**config.mk**
```make
export PLATFORM = sky130hd
export DESIGN_NAME = mpfu_raster
export DESIGN_NICKNAME = d
export VERILOG_FILES = /design/src/sv/mono_page_frame_to_rgb565_upscaler_assert.svh /design/src/sv/mpfu_pkg.sv /design/src/sv/mpfu_raster.sv
export SDC_FILE = /design/constraint.sdc
export NUM_CORES = 1
export LEC_CHECK = 0
export BUFFER_PORTS_ARGS = -buffer_cell sky130_fd_sc_hd__buf_4
export CAP_MARGIN = 30
export CORE_UTILIZATION = 55
export CTS_BUF_LIST = sky130_fd_sc_hd__clkbuf_8
export CTS_CLUSTER_SIZE = 24
export DETAILED_ROUTE_END_ITERATION = 7
export HOLD_SLACK_MARGIN = 0.15
export PLACE_DENSITY = 0.79
export SLEW_MARGIN = 10
export SYNTH_ARGS = -nofsm -noshare
export SYNTH_HDL_FRONTEND = slang
export SYNTH_SLANG_ARGS = --single-unit
```
**constraint.sdc**
```tcl
create_clock -name clock -period 6.4 [get_ports clock]
set_input_delay 1.92 -clock clock [delete_from_list [all_inputs] [get_ports clock]]
set_output_delay 1.92 -clock clock [all_outputs]
set_load 0.02 [all_outputs]
```
**src/sv/mono_page_frame_to_rgb565_upscaler_assert.svh**
```systemverilog
// Assertion macros used by the upscaler top-level RTL file.
`ifndef MONO_PAGE_FRAME_TO_RGB565_UPSCALER_ASSERT_SVH
`define MONO_PAGE_FRAME_TO_RGB565_UPSCALER_ASSERT_SVH

`ifndef SYNTHESIS
`define MPFU_ASSERT(label, clk, rst, prop, msg) \
   label: assert property (@(posedge clk) disable iff (rst) prop) else $error(msg);
`define MPFU_ASSERT_ALWAYS(label, clk, prop, msg) \
   label: assert property (@(posedge clk) prop) else $error(msg);
`else
`define MPFU_ASSERT(label, clk, rst, prop, msg)
`define MPFU_ASSERT_ALWAYS(label, clk, prop, msg)
`endif

`endif

```
**src/sv/mpfu_pkg.sv**
```systemverilog
// Package with the widths, codes and types of the frame upscaler.
package mpfu_pkg;

   localparam int COLOR_W    = 16;
   localparam int SCALE_W    = 3;
   localparam int INDEX_W    = 10;
   localparam int BYTE_W     = 8;
   localparam int BIT_SEL_W  = 3;
   localparam int CSR_IDX_W  = 2;
   localparam int CSR_DATA_W = 16;

   localparam logic ACTION_LOAD  = 1'b0;
   localparam logic ACTION_PIXEL = 1'b1;

   localparam logic [CSR_IDX_W-1:0] CSR_FG_COLOR = 2'd0;
   localparam logic [CSR_IDX_W-1:0] CSR_BG_COLOR = 2'd1;
   localparam logic [CSR_IDX_W-1:0] CSR_SCALE    = 2'd2;

   localparam logic [COLOR_W-1:0] FG_COLOR_RESET = 16'hFFFF;
   localparam logic [COLOR_W-1:0] BG_COLOR_RESET = 16'h0000;
   localparam logic [SCALE_W-1:0] SCALE_RESET    = 3'd2;

   typedef struct packed {
      logic [BIT_SEL_W-1:0] bit_sel;
      logic                 end_of_row;
      logic                 end_of_frame;
   } pixel_pos_type;

endpackage

```
**src/sv/mpfu_raster.sv**
```systemverilog
// Raster counters of the scaled frame with frame-store address generation.
module mpfu_raster import mpfu_pkg::*; #(
   parameter int FRAME_WIDTH  = 128,
   parameter int FRAME_HEIGHT = 64,
   parameter int MAX_UPSCALE  = 4,
   parameter int ADDR_W       = 10
) (
   input  logic                clock,
   input  logic                reset,
   input  logic                step,
   input  logic [SCALE_W-1:0]  scale,
   output logic [ADDR_W-1:0]   rd_addr,
   output pixel_pos_type       pos
);

   localparam int COL_W = $clog2(FRAME_WIDTH);
   localparam int ROW_W = $clog2(FRAME_HEIGHT);
   localparam int REP_W = (MAX_UPSCALE > 1) ? $clog2(MAX_UPSCALE) : 1;
   localparam int CMP_W = SCALE_W + 1;

   logic [COL_W-1:0] col_ff, col_in;
   logic [ROW_W-1:0] row_ff, row_in;
   logic [REP_W-1:0] col_rep_ff, col_rep_in;
   logic [REP_W-1:0] row_rep_ff, row_rep_in;

   logic [CMP_W-1:0] used_scale;
   logic [CMP_W-1:0] last_rep;
   logic             last_col_rep;
   logic             last_row_rep;
   logic             last_col;
   logic             last_row;
   logic [ADDR_W-1:0] page;

   always_comb begin
      used_scale = CMP_W'(scale);
      if (used_scale == '0) begin
         used_scale = CMP_W'(1);
      end else if (used_scale > CMP_W'(MAX_UPSCALE)) begin
         used_scale = CMP_W'(MAX_UPSCALE);
      end
   end

   assign last_rep     = used_scale - CMP_W'(1);
   assign last_col_rep = CMP_W'(col_rep_ff) >= last_rep;
   assign last_row_rep = CMP_W'(row_rep_ff) >= last_rep;
   assign last_col     = col_ff == COL_W'(FRAME_WIDTH - 1);
   assign last_row     = row_ff == ROW_W'(FRAME_HEIGHT - 1);

   assign page    = ADDR_W'(row_ff >> 3);
   assign rd_addr = ADDR_W'(page * ADDR_W'(FRAME_WIDTH)) + ADDR_W'(col_ff);

   assign pos.bit_sel      = row_ff[BIT_SEL_W-1:0];
   assign pos.end_of_row   = last_col && last_col_rep;
   assign pos.end_of_frame = last_col && last_col_rep && last_row && last_row_rep;

   always_comb begin
      col_in     = col_ff;
      row_in     = row_ff;
      col_rep_in = col_rep_ff;
      row_rep_in = row_rep_ff;
      if (step) begin
         if (!last_col_rep) begin
            col_rep_in = col_rep_ff + REP_W'(1);
         end else begin
            col_rep_in = '0;
            if (!last_col) begin
               col_in = col_ff + COL_W'(1);
            end else begin
               col_in = '0;
               if (!last_row_rep) begin
                  row_rep_in = row_rep_ff + REP_W'(1);
               end else begin
                  row_rep_in = '0;
                  row_in     = last_row ? '0 : row_ff + ROW_W'(1);
               end
            end
         end
      end
   end

   always_ff @(posedge clock) begin
      if (reset) begin
         col_ff     <= '0;
         row_ff     <= '0;
         col_rep_ff <= '0;
         row_rep_ff <= '0;
      end else begin
         col_ff     <= col_in;
         row_ff     <= row_in;
         col_rep_ff <= col_rep_in;
         row_rep_ff <= row_rep_in;
      end
   end

endmodule

```
Word level (Yosys, flattened, before mapping)
Index checks and enable logic that the tools add are counted.
Widths: inputs -> output; s select.
{ "word_totals": {"ff_bits": 17, "inputBits": 6, "out_inout_bits": 15, "wordCells": 28} }
{ "op_classes": {"addsub": 6, "n_lt_le_gt_ge": 3, "n_eq_ne": 2, "muxes": 6, "reduce_logical": 7} }
{ "op_table": {"columns": ["op", "n"], "rows": [
  ["$add 10x7->10", 1],
  ["$ge 2x4->1", 2],
  ["$add 7x1->7 const B", 1],
  ["$eq 7x7->1 const B", 1],
  ["$mux 7", 1],
  ["$add 6x1->6 const B", 1],
  ["$eq 6x6->1 const B", 1],
  ["$mux 6", 1],
  ["$add 2x1->2 const B", 2],
  ["$mux 2", 2],
  ["$mux 4", 1],
  ["$reduce_and 4->1", 1],
  ["$sub 4x1->4 const B", 1],
  ["$gt 3x3->1 const B", 1],
  ["$logic_and 1x1->1", 3],
  ["$logic_not 3->1", 1],
  ["$mux 3", 1],
  ["$reduce_and 3->1", 1],
  ["$reduce_and 2->1", 1]
]} }

Depth between registers and ports, before layout
Gate-level depths: netlist (run 1).
{ "depth": {"word_depth": 8, "ltp_mapped": 10, "ltp_nobuf": 9} }

Worst setup path before layout (run 1)
OpenSTA, ideal clock, no wires.
{ "synth_timing": {"path_type": "input-to-output", "start": "input scale[1]", "end": "output pos[0] (netlist name)", "arrival_time_ns": 3.900, "required_time_ns": 4.480, "slack_ns": 0.580, "stages": 8, "n_path_buf": 0, "cell_sequence": "nor2b_1 > or2_2 > ha_1 > ha_1 > nand2b_1 > o21ai_1 > nand4_1 > nor3_1"} }
{ "synth_rtl": {"columns": ["element", "line", "text"], "rows": [
  ["start, declared", "mpfu_raster.sv:11", "input logic [SCALE_W-1:0] scale,"],
  ["end, declared", "mpfu_raster.sv:13", "output pixel_pos_type pos"]
]} }

==> results of run 1 <==
-- registers in the layout, indices dropped and copies added (netlist names) --
signal / count
col_ff: 7
row_ff: 6
row_rep_ff: 2
col_rep_ff: 2
-- cell usage in the layout (no fill, tap or decap), drive strengths merged, types with 6 or more instances in the layout --
cell	count
buf	20
dfxtp	17
a21oi	10
nor2	9
nor3	9
nand3	8
o21ai	7
xor2	6
-- per-layer routing --
layer | vias up | part of all wire [%]
met5 | - | 0
met4 | 0 | 0.51
met3 | 2 | 5.4
met2 | 26 | 49
met1 | 429 | 45
li1 | 462 | -
-- critical path, cell delays in order --
cell      delay (ns)
buf_4           0.11
nor2b_1         0.16
or2_2           0.29
ha_1            0.31
ha_1            0.30
nand2b_1        0.07
o21ai_1         0.36
nand4_1         0.22
nor3_1          0.18
buf_4           0.17
-- power by group through the flow --
stage	sequential [W]	clock, W	combinational (W)
3_3_place_gp	0.000112	0	0.0000278
2_1_floorplan	0.000112	0	0.0000206
4_1_cts	0.000110	0.0000822	0.0000298
5_1_grt	0.000110	0.0000881	0.0000333
6_report	0.000110	0.0000805	0.0000297
3_5_place_dp	0.000112	0	0.0000294
-- final cells by class --
cell class	count	share of cell area (%)
clock buffer	3	3.53
sequential	17	29.1
timing repair buffer	20	12.8
multi-input combinational	93	52.4
tap	16	1.71
clock inverter	1	0.428
-- cells by family (layout without fill, tap and decap cells) --
family	Yosys count	in the layout	synth area share (%)
xor gates and xnor gates	6	6	5.43
and+or+nand+nor	60	60	37.0
muxes	3	3	3.36
adders and majority gates	5	5	6.47
DFF	17	17	35.2
buffers and inverters	3	24	1.55
AOI/OAI and AO/OA	19	19	11.0
-- final timing paths --
path	slack [ns]	to	from	cells after the start
setup reg to reg	4.30	row_ff[2]	col_rep_ff[1]	6
hold reg to reg	0.51	row_ff[5]	row_ff[5]	2
hold / removal	0.51	row_ff[5]	row_ff[5]	2
setup / recovery	0.38	pos[0]	scale[1]	10
-- stage by stage --
step	std cells	total power (W)	cell area [um2]	util (%)	hold WS, ns
after floorplan	113	0.000133	967	-	0.462
after global placement	146	0.000140	1120	71.2	0.481
after detailed placement	146	0.000141	1120	71.2	0.503
after CTS	150	0.000222	1170	74.1	0.510
after global routing	150	0.000231	1170	74.1	0.539
final	150	0.000220	1170	74.1	0.507
==> impl_results.md, run 1 <==
* Max Cap Viol at 0
* Minimum clock period at 6.02 ns
* Unrepaired setup endpoints after global routing: false
* WL/cell at 14.3 um
* Htree depth at 1
* Post-CTS resize count at 0
* Cell Int Power at 0.000162 W
* Cell variety after synth at 30
* FF+latch count, synth at 17
* Worst VDD drop at 215 uV
* Hold Vio Cnt, Final at 0
* Area growth from synthesis to layout at 20.8%
* Die width at 43.9 um
* Post-synth top area share at 35.2%
* Met2 usage at 41.5%
* Global-route usage over all layers at 24.8%
* Final Max Tran Viols at 0
* Vias in the first global route at 784
* Crit path arrival time at 4.10 ns
* Diode count at 0
* Dominant cells by area after synthesis: dfxtp_1, ha_1, xor2_1, a21oi_1, nor3_1
* Largest net degree at the start of global routing at 21
* Filler cells at 122
* Normalized max-slew margin at 70.2%
* Final period util at 94.1%
* Cts hold-fix bufs at 0
* Most common cell in the netlist: dfxtp_1
* Sequential fraction of the synthesis area at 35.2%
* Initial Util at 61.3%
* Final worst slack at 0.379 ns
* Row cnt at 14
* Seq pwr share at 49.9%
* Worst Hold Class: flip-flop to flip-flop
* Lkg Pwr at 0.480 nW
* GP Congestion at 0.838
* Routed WL at 2.15 mm
* Peak Freq at 0.166 GHz
* CP endpoint kind: output port
* Post-Syn Area at 967 um2
* Setup TNS at 0 ns
* Post-Synthesis Cells at 113
* Crit-path max FO at 6
* Skew final at 0.00236 ns
* Die footprint at 0.00193 mm2
* Initial antenna violation count at 0
* Remaining DRCs at 1
* Remaining antenna violation count at 0
* Pre-CTS WS at 0.388 ns
* Top-Level Pins at 21
* Required @ worst endpoint at 4.48 ns
* Asr flop ratio synth at 0%
* Least-Margin Pin Slew at 0.447 ns
* Clk buf depth at 2
* Vias post-DR at 919
* GR Util met1 at 31.6%
* Nets at 146
* Synth area leader: dfxtp_1
* Avg Synthesized Cell Area at 8.56 um2
* Met3 global-route usage at 7.50%
* Die Y at 43.9 um
* Via-to-Cell Ratio at 6.13
* Number of synthesized flops with an enable pin at 0
* Most frequent cells after synthesis: dfxtp_1, a21oi_1, nor2_1, nor3_1, nand3_1
* Placed wire-length estimate at 1.53 mm
* Status: complete, but fails checks
* Sw Pwr at 0.0000578 W
* First DRT Iteration DRCs at 26
* CTS Sinks at 17
* First-pass GRT wire length at 3.50 mm
* Root buffer cell: clkbuf_8
* Clock Power Share at 36.6%
* Clk_lat worst skew at 0.25 ns
* Net Count, Synth at 124
* Busiest grt layer: met2
* Final setup violation count at 0
* Multi-input logic area at 612 um2
* CTS Buf Count at 3
* Part of the power in combinational logic at 13.5%
* IO Port Bufs at 20
* Sw frac at 26.3%
* TritonCTS clock tree: yes
* Post-synth top flop: dfxtp_1
* Post-CTS setup buffer count at 0
* Setup crit start kind: input port
* Register area at 340 um2
* Failing checks: design-rule violations
* Warnings from Yosys at 0
* CORE AREA at 0.00158 mm2
* Critical path type: input port to output port
* Clock transition at path regs at 0.07 ns
* Global route overflow at 0
* PwrDens at 188 mW/mm2
* DRT Pass-1 Iters at 6
* Layout cells sized above 1 at 22.4%
Note: power is estimated with default switching activity, not from simulation.
==> run 2: changes to the inputs <==
CORE_UTILIZATION = 50   (was 55)
PLACE_DENSITY = 0.75   (was 0.79)
clock period = 5.2 ns   (was 6.4 ns; I/O delays follow)
==> run 2 against run 1 <==
Net effect:
- the flow now finishes without violations
- clock skew is essentially flat
- combinational power grew 22%
- sequential cell count is the same
- worst hold slack lost 0.0063 ns
- critical path type unchanged
- critical endpoint unchanged
==> impl_results.md, run 2 (synthesized netlist as in run 1, its figures left out) <==
* Max reg flops at 7 (unchanged)
* Final std cells w/o fill at 160 (+6.7%)
* Buffers plus inverters on the worst setup path at 2 (unchanged)
* TritonCTS clock tree: yes
* PwrDens at 229 mW/mm2 (+22%)
* Commonest non-fill, non-tap cell in the layout: buf_4
* Reg2Reg Launch Point: col_rep_ff[1]
* Setup TNS at 0 ns (unchanged)
* Worst Hold Class: flip-flop to flip-flop
* Peak Freq at 0.200 GHz
* Vias post-DR at 929 (+1.1%)
* Root buffer cell: clkbuf_8
* CTS Buf Count at 3 (unchanged)
* Die footprint at 0.00211 mm2 (+9.5%)
* Status: finished, final reports clean
* Setup crit start kind: input port
* Die width at 46.0 um (+4.7%)
* Routed WL at 2.07 mm (-3.5%)
* Vias in the first global route at 818 (+4.3%)
* Required @ worst endpoint at 3.64 ns (-0.84 ns)
* Max Cap Viol at 0 (unchanged)
* Biggest regs: col_ff x7, row_ff x6
* Unrepaired setup endpoints after global routing: false
* Reg2Reg Depth at 6 (unchanged)
* Delay-heaviest family, CP: simple AND/OR/NAND/NOR gates
* Placed insts at 156 (+6.8%)
* Layout cells sized above 1 at 23.0% (+0.57 points)
* Post-CTS setup buffer count at 0 (unchanged)
* Lkg Pwr at 0.486 nW (+1.1%)
* Remaining antenna violation count at 0 (unchanged)
* Final setup violation count at 0 (unchanged)
* Remaining DRCs at 0 (-1)
* Clk_lat worst skew at 0.25 ns (about the same)
* Worst R2R Setup Slack at 3.13 ns (-1.17 ns)
* Finished Core Util at 67.3% (-6.8 points)
* Cts hold-fix bufs at 0 (unchanged)
* Die Y at 46.0 um (+4.7%)
* Critical path type: input port to output port
* Row cnt at 15 (+1)
* Final Max Tran Viols at 0 (unchanged)
* Final period util at 96.4%
* CTS Sinks at 17 (unchanged)
* Top reg by flops: col_ff
* Post-CTS resize count at 0 (unchanged)
* Skew final at 0.00193 ns (-0.000426 ns)
* Worst Hold End: row_rep_ff[0]
* Placed wire-length estimate at 1.49 mm (-2.2%)
* DP Area at 0.00114 mm2 (+1.7%)
* Clk buf depth at 2 (unchanged)
* Reg2reg end: row_ff[2]
* Hold Vio Cnt, Final at 0 (unchanged)
* Via-to-Cell Ratio at 5.81 (-5.2%)
* Largest net degree at the start of global routing at 21 (unchanged)
* Crit-path slowest cell: ha_1
* Global route overflow at 0 (unchanged)
* Crit-path max FO at 4 (-2)
* WL/cell at 12.9 um (-9.6%)
* CORE AREA at 0.00176 mm2 (+12%)
* CP endpoint kind: output port
* Slowest stage delay, CP at 0.30 ns (-0.06 ns)
* Initial Util at 54.8% (-6.5 points)
* DRT Pass-1 Iters at 5 (-1)
* Area growth from synthesis to layout at 22.8%
* Worst Hold Launch: row_rep_ff[0]
* Minimum clock period at 5.01 ns
* Initial antenna violation count at 0 (unchanged)
* CP Cell Sequence: buf_4 > nor2b_1 > or2_2 > ha_1 > ha_1 > nand2b_1 > o21ai_1 > nand4_1 > nor3_1 > buf_4
* Global-route usage over all layers at 22.8% (-2.0 points)
* Worst VDD drop at 124 uV (-42%)
* Top-Level Pins at 21 (unchanged)
* GP Congestion at 0.782 (-6.6%)
* Least-Margin Pin Slew at 0.419 ns (-0.0282 ns)
* Clock transition at path regs at 0.07 ns (about the same)
* Worst hold path cell count at 2 (unchanged)
* Nets at 147 (+0.68%)
* Normalized max-slew margin at 72.0% (+1.9 points)
* First DRT Iteration DRCs at 19 (-27%)
* First-pass GRT wire length at 3.50 mm (unchanged)
* Design Area, Final at 0.00119 mm2 (+1.6%)
* Most frequent cells in the layout: buf_4, dfxtp_1, a21oi_1
* Diode count at 0 (unchanged)
* IO Port Bufs at 20 (unchanged)
* Crit path arrival time at 3.45 ns (-0.65 ns)
* Htree depth at 1 (unchanged)
-- run 2: cell types whose count changed in the layout (fill, tap and decap cells not counted) --
cell,previous run,this run
buf_4,20,21
-- run 2: area by class of cell --
type / instances / area (um2)
Tap cell: 25 / 31.3
Timing Repair Buffer: 21 / 158
Multi-Input combinational cell: 93 / 612
Fill cell: 162 / 577
Clock buffer: 3 / 41.3
Sequential cell: 17 / 340
Clock inverter: 1 / 5.00
-- run 2: report_power, final --
part | leakage (nW) | internal [W] | total (W) | switching [W]
clock network | 0.0255 | 0.0000532 | 0.000101 | 0.0000480
logic | 0.323 | 0.0000144 | 0.0000363 | 0.0000219
registers | 0.137 | 0.000132 | 0.000135 | 0.00000240
total | 0.486 | 0.000200 | 0.000272 | 0.0000723
-- run 2: how the worst max path moves through the flow --
stage                         to  depth (start not counted)     start  slack [ns]
after global placement    pos[0]                         10  scale[1]        0.22
after detailed placement  pos[0]                         10  scale[1]        0.19
after global routing      pos[0]                         10  scale[1]        0.07
final                     pos[0]                         10  scale[1]        0.19
after CTS                 pos[0]                         10  scale[1]        0.18
after floorplan           pos[0]                          8  scale[1]         0.1
-- run 2: metal layers --
layer	vias up	track usage, %	share of wire (%)
met4	0	7.06	0.58
met3	2	4.76	4.7
met1	440	29.2	46
li1	458	-	-
met2	29	38.0	48
met5	-	0	0
-- run 2: stage by stage --
stage | hold slack, ns | setup slack [ns] | total power (W)
finish | 0.500 | 0.189 | 0.000272
global route | 0.515 | 0.0735 | 0.000284
CTS | 0.499 | 0.176 | 0.000272
detailed placement | 0.489 | 0.186 | 0.000174
global placement | 0.484 | 0.218 | 0.000173
floorplan | 0.462 | 0.0998 | 0.000164
-- run 2: tightest hold or removal path, cell delays in order, from the launching register on --
cell and delay [ns]:
dfxtp_1 0.34, nand2_1 0.06, a21oi_1 0.05
==> run 3: changes to the inputs <==
==> constraint.sdc (replaced) <==
create_clock -name clock -period 4.31 [get_ports clock]
set_input_delay 0.862 -clock clock [delete_from_list [all_inputs] [get_ports clock]]
set_output_delay 0.862 -clock clock [all_outputs]
set_load 0.02 [all_outputs]
==> run 3 against run 2 <==
Net effect:
- sequential share of layout area is 0.21 points higher
- largest power group unchanged
- count of clock-buffer cells in the layout stayed put
- sequential power is 21% higher
- final cell count is 0.63% lower
- largest cell class unchanged
- highest routed layer unchanged
- core utilization is 0.50 points lower
==> impl_results.md, run 3 (synthesized netlist as in run 1, its figures left out) <==
* Least-Margin Pin Slew at 0.455 ns (+0.0357 ns)
* Crit path arrival time at 2.97 ns (-0.48 ns)
* Final setup violation count at 0 (unchanged)
* Met3 WL at 75 um (-23%)
* Normalized max-slew margin at 69.7% (-2.4 points)
* Root buffer cell: clkbuf_8
* Final period util at 89.0%
* Worst Hold Class: flip-flop to flip-flop
* CORE AREA at 0.00176 mm2 (unchanged)
* Lkg Pwr at 0.482 nW (-0.79%)
* Clk buf depth at 2 (unchanged)
* Remaining antenna violation count at 0 (unchanged)
* Critical path type: input port to output port
* Final Max Tran Viols at 0 (unchanged)
* Pre-CTS WS at 0.460 ns (+0.274 ns)
* Htree depth at 1 (unchanged)
* Peak Freq at 0.261 GHz
* DRT Pass-1 Iters at 4 (-1)
* Layout cells sized above 1 at 21.6% (-1.3 points)
* Biggest regs: col_ff x7, row_ff x6
* TritonCTS clock tree: yes
* Die Y at 46.0 um (unchanged)
* Placed wire-length estimate at 1.46 mm (-2.2%)
* First DRT Iteration DRCs at 11 (-8)
* Worst VDD drop at 178 uV (+44%)
* Minimum clock period at 3.84 ns
* Top reg by flops: col_ff
* Post-CTS resize count at 0 (unchanged)
* CTS Sinks at 17 (unchanged)
* Die footprint at 0.00211 mm2 (unchanged)
* Max Cap Viol at 0 (unchanged)
* Unrepaired setup endpoints after global routing: false
* DRT met1 WL at 945 um (-1.7%)
* Setup TNS at 0 ns (unchanged)
* Nets at 146 (-0.68%)
* Setup crit start kind: input port
* Met2 routed wirelength at 984 um (-1.5%)
* Crit-path max FO at 6 (+2)
* PwrDens at 276 mW/mm2 (+21%)
* Via-to-Cell Ratio at 5.72 (-1.5%)
* Hold Vio Cnt, Final at 0 (unchanged)
* GP Congestion at 0.799 (+2.1%)
* Vias in the first global route at 758 (-7.3%)
* Diode count at 0 (unchanged)
* Global-route usage over all layers at 22.7% (-0.14 points)
* Largest net degree at the start of global routing at 21 (unchanged)
* Required @ worst endpoint at 3.45 ns (-0.19 ns)
* Status: finished, final reports clean
* Clock transition at path regs at 0.06 ns (about the same)
* Initial antenna violation count at 0 (unchanged)
* Commonest non-fill, non-tap cell in the layout: buf_4
* Finished Core Util at 66.8% (-0.50 points)
* Row cnt at 15 (unchanged)
* CP endpoint kind: output port
* IO Port Bufs at 20 (unchanged)
* Reg2Reg Depth at 6 (unchanged)
* Area growth from synthesis to layout at 21.9%
* Most frequent cells in the layout: buf_4, dfxtp_1, a21oi_1
* DR top layer: met4
* Clk_lat worst skew at 0.26 ns (about the same)
* Skew final at 0.00228 ns (+0.000353 ns)
* Die width at 46.0 um (unchanged)
* Final worst slack at 0.474 ns (+0.285 ns)
* Top-Level Pins at 21 (unchanged)
* Remaining DRCs at 0 (unchanged)
* Worst hold path cell count at 2 (unchanged)
* CTS Buf Count at 3 (unchanged)
* Initial Util at 54.8% (unchanged)
* Max reg flops at 7 (unchanged)
* Vias post-DR at 909 (-2.2%)
* Cts hold-fix bufs at 0 (unchanged)
* Post-CTS setup buffer count at 0 (unchanged)
* Routed WL at 2.05 mm (-1.2%)
* First-pass GRT wire length at 3.35 mm (-4.3%)
* Total Power at 0.000326 W (+20%)
* Global route overflow at 0 (unchanged)
* WL/cell at 12.9 um (-0.54%)
==> run 3: changes by cell type in the layout (fill, tap and decap cells not counted) <==
| cell | before | now |
|---|---|---|
| inv_1 | 0 | 1 |
| buf_4 | 21 | 20 |
| clkinv_2 | 1 | 0 |
==> run 3: worst paths after layout <==
check	startpoint	slack, ns	end
worst min-delay path	row_ff[5]	0.50	row_ff[5]
worst max register to register	col_rep_ff[1]	2.24	row_ff[2]
worst max-delay path	scale[1]	0.47	pos[0]
worst min register to register	row_ff[5]	0.50	row_ff[5]
==> run 3: metal layers <==
metal	vias up	global-route usage, %
met2	15	35.8
met3	5	4.76
met5	-	0
li1	456	-
met4	0	12.9
met1	433	28.3
==> run 3: area by class of cell <==
type,instances,area (um2)
clock buffer,3,41.3
clock inverter,1,3.75
fill,176,586
multi-input combinational,93,612
sequential,17,340
tap,25,31.3
timing repair buffer,20,150
==> run 3: stage by stage <==
| stage | std cells | cell area [um2] | hold slack, ns |
|---|---|---|---|
| finish | 159 | 1180 | 0.495 |
| global route | 159 | 1180 | 0.514 |
| CTS | 159 | 1180 | 0.500 |
| detailed placement | 155 | 1130 | 0.488 |
| global placement | 155 | 1130 | 0.482 |
| floorplan | 113 | 967 | 0.462 |
==> run 3: worst max-delay path, stage by stage <==
cell      delay (ns)
buf_4           0.11
nor2b_1         0.16
or2_2           0.28
ha_1            0.30
ha_1            0.30
nand2b_1        0.07
o21ai_1         0.32
nand4_1         0.23
nor3_1          0.17
buf_4           0.17
==> run 3: power breakdown <==
part	total (W)	switching [W]	internal (W)	leakage (nW)
clock network	0.000120	0.0000566	0.0000634	0.0269
logic	0.0000430	0.0000266	0.0000165	0.318
registers	0.000163	0.00000290	0.000160	0.137
total	0.000326	0.0000860	0.000240	0.482
